===== config.mk =====
export PLATFORM = sky130hd
export DESIGN_NAME = bowed_string_note_sequencer_flat
export DESIGN_NICKNAME = d
export VERILOG_FILES = /design/src/bss_pkg.sv /design/src/bss_evt_if.sv /design/src/bss_res_if.sv /design/src/bss_step.sv /design/src/bowed_string_note_sequencer.sv /design/src/flat_wrapper.sv
export SDC_FILE = /design/constraint.sdc
export NUM_CORES = 1
export LEC_CHECK = 0
export ABC_CLOCK_PERIOD_IN_PS = 6020
export BUFFER_PORTS_ARGS = -buffer_cell sky130_fd_sc_hd__buf_2
export CAP_MARGIN = 0
export CORE_ASPECT_RATIO = 1.25
export CORE_UTILIZATION = 60
export CTS_CLUSTER_DIAMETER = 150
export CTS_CLUSTER_SIZE = 30
export DETAILED_ROUTE_END_ITERATION = 12
export MAX_ROUTING_LAYER = met4
export PLACE_DENSITY = 0.82
export RECOVER_POWER = 25
export SLEW_MARGIN = 10
export SYNTH_ARGS = -nofsm -noshare
export SYNTH_HDL_FRONTEND = slang
export SYNTH_SLANG_ARGS = --single-unit

===== constraint.sdc =====
create_clock -name i_clk -period 6.02 [get_ports i_clk]
set_input_delay 1.204 -clock i_clk [delete_from_list [all_inputs] [get_ports i_clk]]
set_output_delay 1.204 -clock i_clk [all_outputs]
set_load 0.02 [all_outputs]

===== src/bss_pkg.sv =====
`default_nettype none
package bss_pkg;

    typedef enum logic [3:0] {
        ACT_NOTE_ON        = 4'd0,
        ACT_PREPARE        = 4'd1,
        ACT_TRIGGER        = 4'd2,
        ACT_MOTION_REACHED = 4'd3,
        ACT_FINGER_PRESSED = 4'd4,
        ACT_SETTLED        = 4'd5,
        ACT_START_BOW      = 4'd6,
        ACT_NOTE_OFF       = 4'd7,
        ACT_BOW_RELEASED   = 4'd8,
        ACT_PANIC          = 4'd9,
        ACT_SET_SERVICE    = 4'd10
    } t_action;

    localparam logic [1:0] SVC_IDLE     = 2'd0;
    localparam logic [1:0] SVC_DISABLED = 2'd1;
    localparam logic [1:0] SVC_FAULT    = 2'd2;

    typedef enum logic [9:0] {
        PH_IDLE      = 10'b00_0000_0001,
        PH_RELEASING = 10'b00_0000_0010,
        PH_MOVING    = 10'b00_0000_0100,
        PH_PRESSING  = 10'b00_0000_1000,
        PH_SETTLING  = 10'b00_0001_0000,
        PH_READY     = 10'b00_0010_0000,
        PH_BOWING    = 10'b00_0100_0000,
        PH_REL_BOW   = 10'b00_1000_0000,
        PH_DISABLED  = 10'b01_0000_0000,
        PH_FAULT     = 10'b10_0000_0000
    } t_phase;

    localparam logic [3:0] PCODE_IDLE      = 4'd0;
    localparam logic [3:0] PCODE_RELEASING = 4'd1;
    localparam logic [3:0] PCODE_MOVING    = 4'd2;
    localparam logic [3:0] PCODE_PRESSING  = 4'd3;
    localparam logic [3:0] PCODE_SETTLING  = 4'd4;
    localparam logic [3:0] PCODE_READY     = 4'd5;
    localparam logic [3:0] PCODE_BOWING    = 4'd6;
    localparam logic [3:0] PCODE_REL_BOW   = 4'd7;
    localparam logic [3:0] PCODE_DISABLED  = 4'd8;
    localparam logic [3:0] PCODE_FAULT     = 4'd9;

    localparam logic [15:0] ID_NONE  = 16'd0;
    localparam logic [15:0] ID_FIRST = 16'd1;

    typedef struct packed {
        t_phase      phase;
        logic [15:0] current_id;
        logic [15:0] next_id;
        logic [4:0]  fret_target;
        logic        open_flag;
        logic        armed_flag;
        logic        arm_when_settled;
    } t_str_state;

    typedef struct packed {
        logic        accepted;
        logic [15:0] issued_id;
        logic [3:0]  phase;
        logic        bow_armed;
        logic        trigger_pulse;
        logic [4:0]  target_fret;
    } t_result;

    function automatic logic [3:0] phase_code(input t_phase ph);
        logic [3:0] code;
        case (ph)
            PH_IDLE:      code = PCODE_IDLE;
            PH_RELEASING: code = PCODE_RELEASING;
            PH_MOVING:    code = PCODE_MOVING;
            PH_PRESSING:  code = PCODE_PRESSING;
            PH_SETTLING:  code = PCODE_SETTLING;
            PH_READY:     code = PCODE_READY;
            PH_BOWING:    code = PCODE_BOWING;
            PH_REL_BOW:   code = PCODE_REL_BOW;
            PH_DISABLED:  code = PCODE_DISABLED;
            PH_FAULT:     code = PCODE_FAULT;
            default:      code = PCODE_IDLE;
        endcase
        return code;
    endfunction

endpackage
`default_nettype wire


===== src/bss_evt_if.sv =====
`default_nettype none
interface bss_evt_if;
    logic        valid;
    logic        ready;
    logic [3:0]  action;
    logic [4:0]  fret;
    logic [15:0] command_id;
    logic [1:0]  service_code;

    modport source (output valid, output action, output fret, output command_id,
                    output service_code, input ready);
    modport sink   (input valid, input action, input fret, input command_id,
                    input service_code, output ready);
endinterface
`default_nettype wire


===== src/bss_res_if.sv =====
`default_nettype none
interface bss_res_if;
    logic        valid;
    logic        ready;
    logic        accepted;
    logic [15:0] issued_id;
    logic [3:0]  phase;
    logic        bow_armed;
    logic        trigger_pulse;
    logic [4:0]  target_fret;

    modport source (output valid, output accepted, output issued_id, output phase,
                    output bow_armed, output trigger_pulse, output target_fret,
                    input ready);
    modport sink   (input valid, input accepted, input issued_id, input phase,
                    input bow_armed, input trigger_pulse, input target_fret,
                    output ready);
endinterface
`default_nettype wire


===== src/bss_step.sv =====
`default_nettype none
module bss_step
    import bss_pkg::*;
(
    input  t_str_state  i_state,
    input  logic [3:0]  i_action,
    input  logic [4:0]  i_fret,
    input  logic [15:0] i_command_id,
    input  logic [1:0]  i_service_code,
    output t_str_state  o_state,
    output t_result     o_result
);

    logic        out_of_service;
    logic        id_match;
    logic [15:0] bumped_id;
    logic        acc;
    logic        pulse;
    logic [15:0] issued;
    t_str_state  st;

    assign out_of_service = (i_state.phase == PH_DISABLED) || (i_state.phase == PH_FAULT);
    assign id_match       = (i_command_id != ID_NONE) && (i_command_id == i_state.current_id);
    assign bumped_id      = i_state.next_id + 16'd1;

    always_comb begin
        st     = i_state;
        acc    = 1'b0;
        pulse  = 1'b0;
        issued = ID_NONE;
        case (t_action'(i_action))
            ACT_NOTE_ON, ACT_PREPARE: begin
                if (!out_of_service) begin
                    st.current_id       = i_state.next_id;
                    // skip id zero on wrap
                    st.next_id          = (bumped_id == ID_NONE) ? ID_FIRST : bumped_id;
                    st.fret_target      = i_fret;
                    st.open_flag        = (i_fret == 5'd0);
                    st.armed_flag       = 1'b0;
                    st.arm_when_settled = (t_action'(i_action) == ACT_NOTE_ON);
                    st.phase            = PH_RELEASING;
                    issued              = i_state.next_id;
                    acc                 = 1'b1;
                end
            end
            ACT_TRIGGER: begin
                if (id_match && !out_of_service) begin
                    st.arm_when_settled = 1'b1;
                    if (i_state.phase == PH_READY) begin
                        st.armed_flag = 1'b1;
                    end
                    pulse = 1'b1;
                    acc   = 1'b1;
                end
            end
            ACT_MOTION_REACHED: begin
                if (i_state.phase == PH_RELEASING || i_state.phase == PH_MOVING) begin
                    if (i_state.open_flag) begin
                        st.phase      = PH_READY;
                        st.armed_flag = i_state.arm_when_settled;
                    end else begin
                        st.phase = PH_PRESSING;
                    end
                    acc = 1'b1;
                end
            end
            ACT_FINGER_PRESSED: begin
                if (i_state.phase == PH_PRESSING) begin
                    st.phase = PH_SETTLING;
                    acc      = 1'b1;
                end
            end
            ACT_SETTLED: begin
                if (i_state.phase == PH_SETTLING) begin
                    st.phase      = PH_READY;
                    st.armed_flag = i_state.arm_when_settled;
                    acc           = 1'b1;
                end
            end
            ACT_START_BOW: begin
                if (id_match && i_state.phase == PH_READY && i_state.armed_flag) begin
                    st.armed_flag = 1'b0;
                    st.phase      = PH_BOWING;
                    acc           = 1'b1;
                end
            end
            ACT_NOTE_OFF: begin
                if (!out_of_service) begin
                    st.armed_flag       = 1'b0;
                    st.arm_when_settled = 1'b0;
                    st.current_id       = ID_NONE;
                    st.phase = (i_state.phase == PH_BOWING) ? PH_REL_BOW : PH_IDLE;
                    acc      = 1'b1;
                end
            end
            ACT_BOW_RELEASED: begin
                if (i_state.phase == PH_REL_BOW) begin
                    st.phase = PH_IDLE;
                    acc      = 1'b1;
                end
            end
            ACT_PANIC: begin
                st.armed_flag       = 1'b0;
                st.arm_when_settled = 1'b0;
                st.current_id       = ID_NONE;
                // keep an out-of-service phase
                if (!out_of_service) begin
                    st.phase = PH_IDLE;
                end
                acc = 1'b1;
            end
            ACT_SET_SERVICE: begin
                if (i_service_code == SVC_IDLE || i_service_code == SVC_DISABLED ||
                    i_service_code == SVC_FAULT) begin
                    st.armed_flag       = 1'b0;
                    st.arm_when_settled = 1'b0;
                    st.current_id       = ID_NONE;
                    case (i_service_code)
                        SVC_DISABLED: st.phase = PH_DISABLED;
                        SVC_FAULT:    st.phase = PH_FAULT;
                        default:      st.phase = PH_IDLE;
                    endcase
                    acc = 1'b1;
                end
            end
            default: begin
                acc = 1'b0;
            end
        endcase
    end

    assign o_state                = st;
    assign o_result.accepted      = acc;
    assign o_result.issued_id     = issued;
    assign o_result.phase         = phase_code(st.phase);
    assign o_result.bow_armed     = st.armed_flag;
    assign o_result.trigger_pulse = pulse;
    assign o_result.target_fret   = st.fret_target;

endmodule
`default_nettype wire


===== src/bowed_string_note_sequencer.sv =====
// Channel   Dir  Modport  Beat contents
// i_evt     in   sink     action, fret, command_id, service_code
// o_res     out  source   accepted, issued_id, phase, bow_armed, trigger_pulse, target_fret
//
// One event per cycle while o_res is not stalled: the string state and the result register
// load on the same edge that takes the event beat, and the result shows in the cycle after.
// The result is held in a single result register.
// i_evt.ready is high while the result register is empty or being drained this cycle.
// A stall on o_res holds the result and blocks new events; nothing is dropped.
// Synchronous active-low reset: phase idle, ids cleared, next id one, no result pending.
`default_nettype none
module bowed_string_note_sequencer
    import bss_pkg::*;
(
    input  wire        i_clk,
    input  wire        i_rst_n,
    bss_evt_if.sink    i_evt,
    bss_res_if.source  o_res
);

    t_str_state r_state;
    t_str_state n_state;
    t_result    r_res;
    t_result    n_res;
    logic       r_out_valid;
    logic       evt_take;

    assign i_evt.ready = !r_out_valid || o_res.ready;
    assign evt_take    = i_evt.valid && i_evt.ready;

    bss_step u_step (
        .i_state        (r_state),
        .i_action       (i_evt.action),
        .i_fret         (i_evt.fret),
        .i_command_id   (i_evt.command_id),
        .i_service_code (i_evt.service_code),
        .o_state        (n_state),
        .o_result       (n_res)
    );

    always_ff @(posedge i_clk) begin
        if (!i_rst_n) begin
            r_state.phase            <= PH_IDLE;
            r_state.current_id       <= ID_NONE;
            r_state.next_id          <= ID_FIRST;
            r_state.fret_target      <= 5'd0;
            r_state.open_flag        <= 1'b0;
            r_state.armed_flag       <= 1'b0;
            r_state.arm_when_settled <= 1'b0;
            r_out_valid              <= 1'b0;
        end else begin
            if (evt_take) begin
                r_state     <= n_state;
                r_out_valid <= 1'b1;
            end else if (o_res.ready) begin
                r_out_valid <= 1'b0;
            end
        end
    end

    always_ff @(posedge i_clk) begin
        if (evt_take) begin
            r_res <= n_res;
        end
    end

    assign o_res.valid         = r_out_valid;
    assign o_res.accepted      = r_res.accepted;
    assign o_res.issued_id     = r_res.issued_id;
    assign o_res.phase         = r_res.phase;
    assign o_res.bow_armed     = r_res.bow_armed;
    assign o_res.trigger_pulse = r_res.trigger_pulse;
    assign o_res.target_fret   = r_res.target_fret;

`ifndef SYNTH
    a_next_id_nonzero: assert property (@(posedge i_clk) disable iff (!i_rst_n)
        r_state.next_id != ID_NONE)
        else $error("next id reached zero");

    a_armed_only_ready: assert property (@(posedge i_clk) disable iff (!i_rst_n)
        r_state.armed_flag |-> r_state.phase == PH_READY)
        else $error("bow armed outside ready phase");

    a_issue_needs_accept: assert property (@(posedge i_clk) disable iff (!i_rst_n)
        (r_out_valid && (r_res.issued_id != ID_NONE || r_res.trigger_pulse))
            |-> r_res.accepted)
        else $error("id issued or trigger pulsed on a refused event");

    a_take_loads_result: assert property (@(posedge i_clk) disable iff (!i_rst_n)
        evt_take |=> r_out_valid && r_res.phase == phase_code(r_state.phase))
        else $error("result phase disagrees with state");
`endif

endmodule
`default_nettype wire


===== src/flat_wrapper.sv =====
// flat-port wrapper written by rule: the top's interface ports become plain ports
module bowed_string_note_sequencer_flat import bss_pkg::*;
  (i_clk, i_rst_n, i_evt_valid, i_evt_action, i_evt_fret, i_evt_command_id, i_evt_service_code, i_evt_ready, o_res_valid, o_res_accepted, o_res_issued_id, o_res_phase, o_res_bow_armed, o_res_trigger_pulse, o_res_target_fret, o_res_ready);
  bss_evt_if i_evt_i ();
  bss_res_if o_res_i ();
  input  wire i_clk;
  input  wire i_rst_n;
  input wire logic [$bits(i_evt_i.valid)-1:0] i_evt_valid;
  input wire logic [$bits(i_evt_i.action)-1:0] i_evt_action;
  input wire logic [$bits(i_evt_i.fret)-1:0] i_evt_fret;
  input wire logic [$bits(i_evt_i.command_id)-1:0] i_evt_command_id;
  input wire logic [$bits(i_evt_i.service_code)-1:0] i_evt_service_code;
  output wire logic [$bits(i_evt_i.ready)-1:0] i_evt_ready;
  output wire logic [$bits(o_res_i.valid)-1:0] o_res_valid;
  output wire logic [$bits(o_res_i.accepted)-1:0] o_res_accepted;
  output wire logic [$bits(o_res_i.issued_id)-1:0] o_res_issued_id;
  output wire logic [$bits(o_res_i.phase)-1:0] o_res_phase;
  output wire logic [$bits(o_res_i.bow_armed)-1:0] o_res_bow_armed;
  output wire logic [$bits(o_res_i.trigger_pulse)-1:0] o_res_trigger_pulse;
  output wire logic [$bits(o_res_i.target_fret)-1:0] o_res_target_fret;
  input wire logic [$bits(o_res_i.ready)-1:0] o_res_ready;
  assign i_evt_i.valid = i_evt_valid;
  assign i_evt_i.action = i_evt_action;
  assign i_evt_i.fret = i_evt_fret;
  assign i_evt_i.command_id = i_evt_command_id;
  assign i_evt_i.service_code = i_evt_service_code;
  assign i_evt_ready = i_evt_i.ready;
  assign o_res_valid = o_res_i.valid;
  assign o_res_accepted = o_res_i.accepted;
  assign o_res_issued_id = o_res_i.issued_id;
  assign o_res_phase = o_res_i.phase;
  assign o_res_bow_armed = o_res_i.bow_armed;
  assign o_res_trigger_pulse = o_res_i.trigger_pulse;
  assign o_res_target_fret = o_res_i.target_fret;
  assign o_res_i.ready = o_res_ready;
  bowed_string_note_sequencer u_core (.i_clk(i_clk), .i_rst_n(i_rst_n), .i_evt(i_evt_i), .o_res(o_res_i));
endmodule

-- Word level (Yosys, flattened, before mapping)
Index checks and enable logic that the tools add are counted.
- flip-flop bits (word level): 79
- output and inout port bits: 30
- word-level logic and storage cells: 116
- $add $sub $neg: 1
- eq/ne operators: 35
- multiplexer cells: 38
- bitwise operators: 2
- reduce and logical (&&, ||, !) cells: 26
- operators by type and width (cell ; count):
    10-bit case mux with 9 select lines ; 1
    16-bit case mux with 4 select lines ; 1
    10-bit 2-to-1 mux ; 6
    26-bit 2-to-1 mux ; 2
    50-bit 2-to-1 mux ; 1
    4-bit case mux with 9 select lines ; 1
    10-bit equality test, second input constant ; 2
    10-bit by 2-bit equality test with 1-bit output, second input constant ; 2
    10-bit by 3-bit equality test with 1-bit output, second input constant ; 2
    10-bit by 4-bit equality test with 1-bit output, second input constant ; 2
    10-bit by 5-bit equality test with 1-bit output, second input constant ; 2
    10-bit by 6-bit equality test with 1-bit output, second input constant ; 2
    10-bit by 7-bit equality test with 1-bit output, second input constant ; 2
    10-bit by 8-bit equality test with 1-bit output, second input constant ; 2
    10-bit by 9-bit equality test with 1-bit output, second input constant ; 2
    10-bit case mux with 2 select lines ; 1
    16-bit by 1-bit adder with 16-bit output, second input constant ; 1
    16-bit equality test ; 1
    4-bit by 3-bit equality test with 1-bit output, second input constant ; 4
    16-bit logical NOT ; 1
    16-bit 2-to-1 mux ; 1
    16-bit nonzero test ; 1
    1-bit 2-to-1 mux ; 15
    4-bit equality test, second input constant ; 3
    26 further kinds ; 44

-- Longest topological paths before layout
Gate-level depths: netlist of the first run.
- word-level depth: 8
- mapped depth: 11
- depth with buffers taken out: 9

-- Modules after synthesis
A second synthesis of the first run with hierarchy kept.
- cell total of the unflattened synthesis: 571
- area, all modules: 5104.9 um^2
- by module, submodules not included (module ; times used ; cells each ; area each (um^2) ; seq. area each (um^2)):
    bowed_string_note_sequencer ; 1 ; 250 ; 2941.6 ; 1861.8
    bss_step ; 1 ; 321 ; 2163.3 ; 0.0

-- Least setup slack after synthesis of the first run
OpenSTA, ideal clock, no wires.
- path kind: input port to flip-flop
- start: input port i_evt_service_code[0]
- end: register u_core.r_res (netlist bit u_core.o_res.phase[2]), data pin
- data arrival time: 3.267 ns
- setup slack: 2.550 ns
- stages: 9
- cell sequence: ha_1 -> or3b_1 -> a21oi_1 -> o211a_1 -> o21a_1 -> a22oi_2 -> or2_0 -> or3_1 -> a2111oi_1
- RTL lines (what ; line ; RTL):
    start, declared ; flat_wrapper.sv:12 ; input wire logic [$bits(i_evt_i.service_code)-1:0] i_evt_service_code;
    end signal, assigned ; bowed_string_note_sequencer.sv:63 ; r_res <= n_res;
    end, declared ; bowed_string_note_sequencer.sv:23 ; t_result r_res;

-- Final worst setup path of the first run
- start: input port o_res_ready
- end: register u_core.r_state[23] (netlist bit)
- cells in the longest elaborated chain, start to end: 3
- ends and longest elaborated chain (what ; line ; RTL):
    start, declared ; flat_wrapper.sv:21 ; input wire logic [$bits(o_res_i.ready)-1:0] o_res_ready;
    1-bit logical OR ; bowed_string_note_sequencer.sv:28 ; assign i_evt.ready = !r_out_valid || o_res.ready;
    1-bit logical AND ; bowed_string_note_sequencer.sv:29 ; assign evt_take = i_evt.valid && i_evt.ready;
    via u_core.evt_take ; bowed_string_note_sequencer.sv:26 ; logic evt_take;
    3-bit AND reduction (no source line) ; - ;
    end signal, assigned ; bowed_string_note_sequencer.sv:53 ; r_state <= n_state;
    end, declared ; bowed_string_note_sequencer.sv:21 ; t_str_state r_state;
The timed path passes the listed nets, and every way through them passes these cells.
A chain may end at the register's enable or synchronous reset.

==> flow_summary.json, run 1 <==
{
  "ys_top_cells_by_count": "nand2_1, dfxtp_1, a21oi_1",
  "tns_ns": 0,
  "path_clk_slew_ns": 0.09,
  "violations": "capacitance limit, slew limit",
  "cts_resized": 0,
  "ys_ff_latch": 79,
  "io_buffers": 60,
  "gr-usage-all-layers_pct": 33.80,
  "rrSetupSlack_ns": 2.67,
  "fmaxAchievable_mhz": 265.7,
  "multiInputGateArea_mm2": 0.002589,
  "hp-class": "reg -> reg",
  "die_area_mm2": 0.008124,
  "layout-drive-gt1-share_pct": 12.84,
  "yosysSeqAreaShare_pct": 39.96,
  "ys_warn_count": 0,
  "antenna_found_initial": 0,
  "cts_root_buffer": "clkbuf_8",
  "wl_per_cell_um": 18.42,
  "cts_tree": "yes",
  "overflow": 0,
  "period_share_pct": 62.53,
  "dr_wl_met3_um": 571,
  "cts-hold-fix-buffers": 0,
  "drc": 0,
  "rsz0062_at_grt": "no",
  "area_growth_pct": 10.61,
  "grt_pass1_wl_mm": 20.28,
  "hold_depth": 2,
  "synth-edff-count": 28,
  "highest_layer": "met4",
  "slew_headroom_pct": -17.24,
  "ios": 61,
  "cp_data_required_time_ns": 6.20,
  "grt_pass1_vias": 4204,
  "dp.cells": 668,
  "avgSynthCellArea_um2": 8.472,
  "synth_top_area_share_pct": 21.91,
  "final_nets": 622,
  "start_util_pct": 62.59,
  "fin_skew_ns": 0.01234,
  "synth.largest_area_cell": "dfxtp_1",
  "power.density_mw_per_mm2": 229.8,
  "cts_made_buffers": 9,
  "worst_setup_path_end_kind": "register",
  "dr.pass1.iters": 5,
  "drv_slew": 39,
  "ys.flop_type": "dfxtp_1",
  "antenna_cells": 0,
  "worstHoldEndpoint": "u_core.r_state[29]",
  "grt_max_degree": 39,
  "synth.most_common_cell": "nand2_1",
  "vias": 4379,
  "cp-start-kind": "input port",
  "die_h_um": 100.5,
  "cts_setup_buffers": 0,
  "met1_length_mm": 4.878,
  "status": "finished, violations left",
  "p_leak_nw": 1.832,
  "r2r_cells": 8,
  "cts.sinks": 79,
  "syn-num-nets": 585,
  "netlist_area_mm2": 0.004659,
  "rr_endpoint": "u_core.o_res.phase[3]",
  "criticalPathCategory": "in -> reg",
  "worst_slew_pin_slew_ns": 1.759,
  "hold_viol": 0,
  "place_ws_ns": 2.032,
  "gp_congestion": 0.9776,
  "r2r-start": "u_core.r_state[41]",
  "coreArea_mm2": 0.007445,
  "layout_setup_ws_ns": 2.256,
  "drv_cap": 1,
  "peakVddDrop_v": 0.0002390,
  "row_count": 35,
  "ys_types": 73,
  "netlist_instances": 550,
  "htreeDepth": 3,
  "min_period_ns": 3.764,
  "register_area_mm2": 0.001862,
  "finalPower_w": 0.001184,
  "ant_nets": 0,
  "nFillCells": 652,
  "fp.dieW_um": 80.82,
  "cp_max_fo": 21,
  "critPathArrivalTime_ns": 3.95,
  "routed_wl_mm": 12.60,
  "cts_buffer_depth": 2,
  "async_reset_ff_share_pct": 0,
  "insertion_delay_ns": 0.36,
  "drt_iter0_drc": 309,
  "final_cells": 684,
  "ys_top_cells_by_area": "dfxtp_1, edfxtp_1, nand2_1",
  "vias_per_cell": 6.402,
  "min_from": "u_core.r_state[29]",
  "wl_met2_mm": 6.654,
  "setup-violations-final": 0,
  "dp_hpwl_mm": 9.074
}
flip-flops by register name, summed over array words and instances, names as in the netlist:
signal,cells
u_core.o_res.trigger_pulse,1
u_core.r_state,50
u_core.o_res.phase,4
u_core.o_res.bow_armed,1
u_core.o_res.target_fret,5
u_core.o_res.valid,1
u_core.o_res.accepted,1
u_core.o_res.issued_id,16
worst max-delay path, cell delays in order:
cell	delay (ns)
buf_2	0.07
nand2b_1	0.12
nand2_1	0.29
inv_1	0.71
buf_4	0.38
and2_1	0.23
o21a_1	0.52
o211ai_1	0.19
xor2_1	0.16
nor2_1	0.05
metrics by stage:
step | hold slack, ns | cell area [um^2] | utilization, %
floorplan | 0.4338 | 4659 | -
global placement | 0.4393 | 4960 | 66.62
detailed placement | 0.4474 | 4960 | 66.62
CTS | 0.4695 | 5194 | 69.76
global route | 0.4936 | 5154 | 69.23
finish | 0.4682 | 5154 | 69.23
per-layer routing:
metal	vias to the layer above	global-route usage (%)
li1	2078	-
met1	2064	37.12
met2	188	57.72
met3	49	5.249
met4	0	18.41
met5	-	-
cell usage in the layout, fill, tap and decap left out, types with 7 or more instances in the layout:
cell type | Yosys | routed
a21oi_1 | 41 | 41
a31oi_1 | 11 | 11
and2_1 | 20 | 20
buf_2 | 1 | 31
clkbuf_1 | 36 | 30
clkbuf_8 | 0 | 9
dfxtp_1 | 51 | 51
edfxtp_1 | 28 | 28
inv_1 | 11 | 12
nand2_1 | 72 | 72
nand2b_1 | 9 | 9
nand3_1 | 30 | 30
nand4_1 | 13 | 13
nor2_1 | 36 | 36
nor3_1 | 14 | 14
nor4_1 | 14 | 13
o21ai_0 | 9 | 9
o21ai_1 | 8 | 8
xnor2_1 | 7 | 7
xor2_1 | 24 | 24
cell type report:
cell class	instances	share of cell area [%]
multi-input cells	418	50.23
clock inverters	7	2.136
well taps	92	2.234
inverters	13	0.9468
flip-flops and latches	79	36.13
repair buffers	66	5.924
clock buffers	9	2.404
worst max-delay path by stage:
stage               cells after the start  slack (ns)               endpoint                  start
floorplan                               9        2.55  u_core.o_res.phase[2]  i_evt_service_code[0]
global placement                        9        2.11  u_core.o_res.phase[2]        i_evt_action[1]
detailed placement                      9        2.03  u_core.o_res.phase[2]        i_evt_action[1]
CTS                                     9        2.40  u_core.o_res.phase[2]        i_evt_action[1]
global route                           10        2.00     u_core.r_state[23]            o_res_ready
finish                                 10        2.26     u_core.r_state[23]            o_res_ready
logic make-up after synthesis:
family,count (synthesis),synth area share [%]
XOR/XNOR,31,5.827
AND/OR/NAND/NOR,253,29.11
multiplexers,7,1.638
flip-flops,79,39.96
buffers and inverters,53,4.619
AO/OA/AOI/OAI,123,17.78
adder cells (fa/ha/maj),4,1.074
where the power goes:
| part | leakage, nW | switching [W] | total (W) | internal, W |
|---|---|---|---|---|
| clock network | 0.116 | 0.000226 | 0.000469 | 0.000244 |
| registers | 0.694 | 0.00000800 | 0.000575 | 0.000567 |
| logic | 1.02 | 0.0000966 | 0.000140 | 0.0000437 |
| total | 1.83 | 0.000330 | 0.00118 | 0.000854 |
Note: power is estimated with default switching activity, not from simulation.
==> run 2: changes to the inputs <==
--- a/config.mk
+++ b/config.mk
@@ -5,16 +5,16 @@
 export SDC_FILE = /design/constraint.sdc
 export NUM_CORES = 1
 export LEC_CHECK = 0
-export ABC_CLOCK_PERIOD_IN_PS = 6020
+export ABC_CLOCK_PERIOD_IN_PS = 3900
 export BUFFER_PORTS_ARGS = -buffer_cell sky130_fd_sc_hd__buf_2
 export CAP_MARGIN = 0
 export CORE_ASPECT_RATIO = 1.25
-export CORE_UTILIZATION = 60
+export CORE_UTILIZATION = 58
 export CTS_CLUSTER_DIAMETER = 150
 export CTS_CLUSTER_SIZE = 30
 export DETAILED_ROUTE_END_ITERATION = 12
 export MAX_ROUTING_LAYER = met4
-export PLACE_DENSITY = 0.82
+export PLACE_DENSITY = 0.8
 export RECOVER_POWER = 25
 export SLEW_MARGIN = 10
 export SYNTH_ARGS = -nofsm -noshare
==> constraint.sdc (replaced) <==
create_clock -name i_clk -period 3.9 [get_ports i_clk]
set_input_delay 0.78 -clock i_clk [delete_from_list [all_inputs] [get_ports i_clk]]
set_output_delay 0.78 -clock i_clk [all_outputs]
set_load 0.02 [all_outputs]
==> run 2 against run 1 <==
Effect of this change: the run still ends with capacitance limit, slew limit left; clock-buffer cell count is the same; routed wire length grew 2.4%; worst hold slack lost 0.0059 ns; core utilization shrank 2.7 points; clock power grew 33%; die area grew 3.4%; first-iteration DRC count shrank 0.32%; cell area grew 0.58%; highest routed layer unchanged.
==> flow_summary.json, run 2 (same netlist as run 1, synthesis figures left out) <==
{
  "status": "finished, violations left",
  "violations": "capacitance limit, slew limit",
  "place_ws_ns": 0.4845,
  "antenna_found_initial": 0,
  "register_area_mm2": 0.001862,
  "area_growth_pct": 11.25,
  "peakVddDrop_v": 0.0003336,
  "power_frac_seq_pct": 51.2,
  "hold_viol": 0,
  "fin_skew_ns": 0.01718,
  "endpoint": "u_core.o_res.phase[2]",
  "coreArea_mm2": 0.007792,
  "layout_setup_ws_ns": 0.6998,
  "tns_ns": 0,
  "vias_per_cell": 6.247,
  "drc": 0,
  "gr-usage-all-layers_pct": 32.87,
  "rrSetupSlack_ns": 0.70,
  "dr.pass1.iters": 5,
  "rsz0062_at_grt": "no",
  "final_nets": 630,
  "worst-path-stages": 8,
  "cts-hold-fix-buffers": 0,
  "hold_depth": 2,
  "cts_setup_buffers": 0,
  "worst_slew_pin_slew_ns": 1.725,
  "cts.sinks": 79,
  "die_h_um": 102.2,
  "die_area_mm2": 0.008398,
  "vias": 4342,
  "p_sw_w": 0.0004829,
  "mostFrequentLayoutCells": "nand2_1, dfxtp_1, a21oi_1",
  "setup.worst_path.start": "u_core.r_state[49]",
  "cp_data_required_time_ns": 4.05,
  "wl_per_cell_um": 18.56,
  "dp_hpwl_mm": 9.345,
  "grt_pass1_vias": 4010,
  "top_register": "u_core.r_state",
  "cts_buffer_depth": 2,
  "setup-violations-final": 0,
  "min_period_ns": 3.200,
  "cp_num_buf_inv": 0,
  "criticalPathCategory": "reg -> reg",
  "intPower_w": 0.001250,
  "grt_max_degree": 39,
  "p_leak_nw": 1.862,
  "ios": 61,
  "row_count": 36,
  "switching_share_pct": 27.87,
  "pwr-share-clk_pct": 35.9,
  "path_cells": "or4_4 > nor3_2 > nand3_2 > o21ai_4 > a41oi_2 > or2_0 > or3_1 > a2111oi_1",
  "mostFrequentLayoutCell": "nand2_1",
  "htreeDepth": 3,
  "routed_wl_mm": 12.90,
  "r2r-start": "u_core.r_state[49]",
  "insertion_delay_ns": 0.36,
  "critPathArrivalTime_ns": 3.35,
  "start_util_pct": 59.79,
  "rr_endpoint": "u_core.o_res.phase[2]",
  "fp.dieW_um": 82.17,
  "combPwrFrac_pct": 12.9,
  "ant_nets": 0,
  "cp_slowest_cell": "or4_4",
  "cts_root_buffer": "clkbuf_8",
  "hp-class": "reg -> reg",
  "antenna_cells": 0,
  "fmaxAchievable_mhz": 312.5,
  "slew_headroom_pct": -15.00,
  "cts_resized": 0,
  "r2r_cells": 8,
  "drt_iter0_drc": 308,
  "layout-drive-gt1-share_pct": 14.17,
  "largest_register_ffs": 50,
  "grt_pass1_wl_mm": 19.93,
  "power.density_mw_per_mm2": 334.3,
  "cpLargestDelayFamily": "simple AND/OR/NAND/NOR gates",
  "slowest_delay_ns": 0.61,
  "drv_cap": 1,
  "worst_setup_path_end_kind": "register",
  "io_buffers": 60,
  "multiInputGateArea_mm2": 0.002589,
  "cts_tree": "yes",
  "path_clk_slew_ns": 0.09,
  "cts_made_buffers": 9,
  "drv_slew": 39,
  "cp_max_fo": 9,
  "nFillCells": 678,
  "cp-start-kind": "register",
  "gp_congestion": 0.9626,
  "period_share_pct": 82.06,
  "overflow": 0
}
run 2: cell types whose count changed in the layout (fill, tap and decap cells not counted), sizes merged:
cell / change
buf: +9
clkinvlp: -1
clkbuf: -1
clkinv: +3
inv: -1
bufinv: -1
run 2: through the flow:
stage	cells	cell area [um^2]	power, W	utilization [%]	hold slack (ns)
after global routing	695	5184	0.001793	66.52	0.4853
after global placement	679	5024	0.001126	64.47	0.4405
after floorplan	550	4659	0.001048	-	0.4338
final	695	5184	0.001733	66.52	0.4622
after detailed placement	679	5024	0.001130	64.47	0.4511
after CTS	695	5225	0.001743	67.05	0.4631
run 2: final cells by class:
type | instances | area share, %
multi-input cells | 418 | 49.94
clock inverters | 7 | 1.497
flip-flops and latches | 79 | 35.92
repair buffers | 74 | 7.024
inverters | 13 | 0.9413
well taps | 95 | 2.293
clock buffers | 9 | 2.390
run 2: how the worst min path moves through the flow:
| stage | endpoint | slack, ns | startpoint |
|---|---|---|---|
| 2_1_floorplan | u_core.r_state[3] | 0.43 | u_core.r_state[3] |
| 3_3_place_gp | u_core.r_state[6] | 0.44 | u_core.r_state[6] |
| 3_5_place_dp | u_core.r_state[7] | 0.45 | u_core.r_state[7] |
| 4_1_cts | u_core.r_state[5] | 0.46 | u_core.r_state[5] |
| 5_1_grt | u_core.r_state[35] | 0.49 | u_core.r_state[35] |
| 6_report | u_core.r_state[4] | 0.46 | u_core.r_state[4] |
run 2: power by group through the flow:
stage               sequential (W)  clock, W  combinational (W)
floorplan                 0.000924         0           0.000123
global placement          0.000905         0           0.000221
detailed placement        0.000906         0           0.000225
CTS                       0.000887  0.000631           0.000226
global route              0.000890  0.000661           0.000242
finish                    0.000888  0.000622           0.000223
run 2: worst reg2reg max path, stage by stage (launching register included):
cell and delay [ns]:
dfxtp_1 0.41, or4_4 0.61, nor3_2 0.28, nand3_2 0.13
o21ai_4 0.30, a41oi_2 0.26, or2_0 0.28, or3_1 0.31
a2111oi_1 0.41
run 2: metal layers:
layer | share of wire (%) | track usage [%] | vias to the layer above
li1 | - | - | 2087
met1 | 40 | 37.82 | 2049
met2 | 51 | 55.50 | 167
met3 | 4.6 | 4.196 | 39
met4 | 3.7 | 16.33 | 0
met5 | 0 | - | -
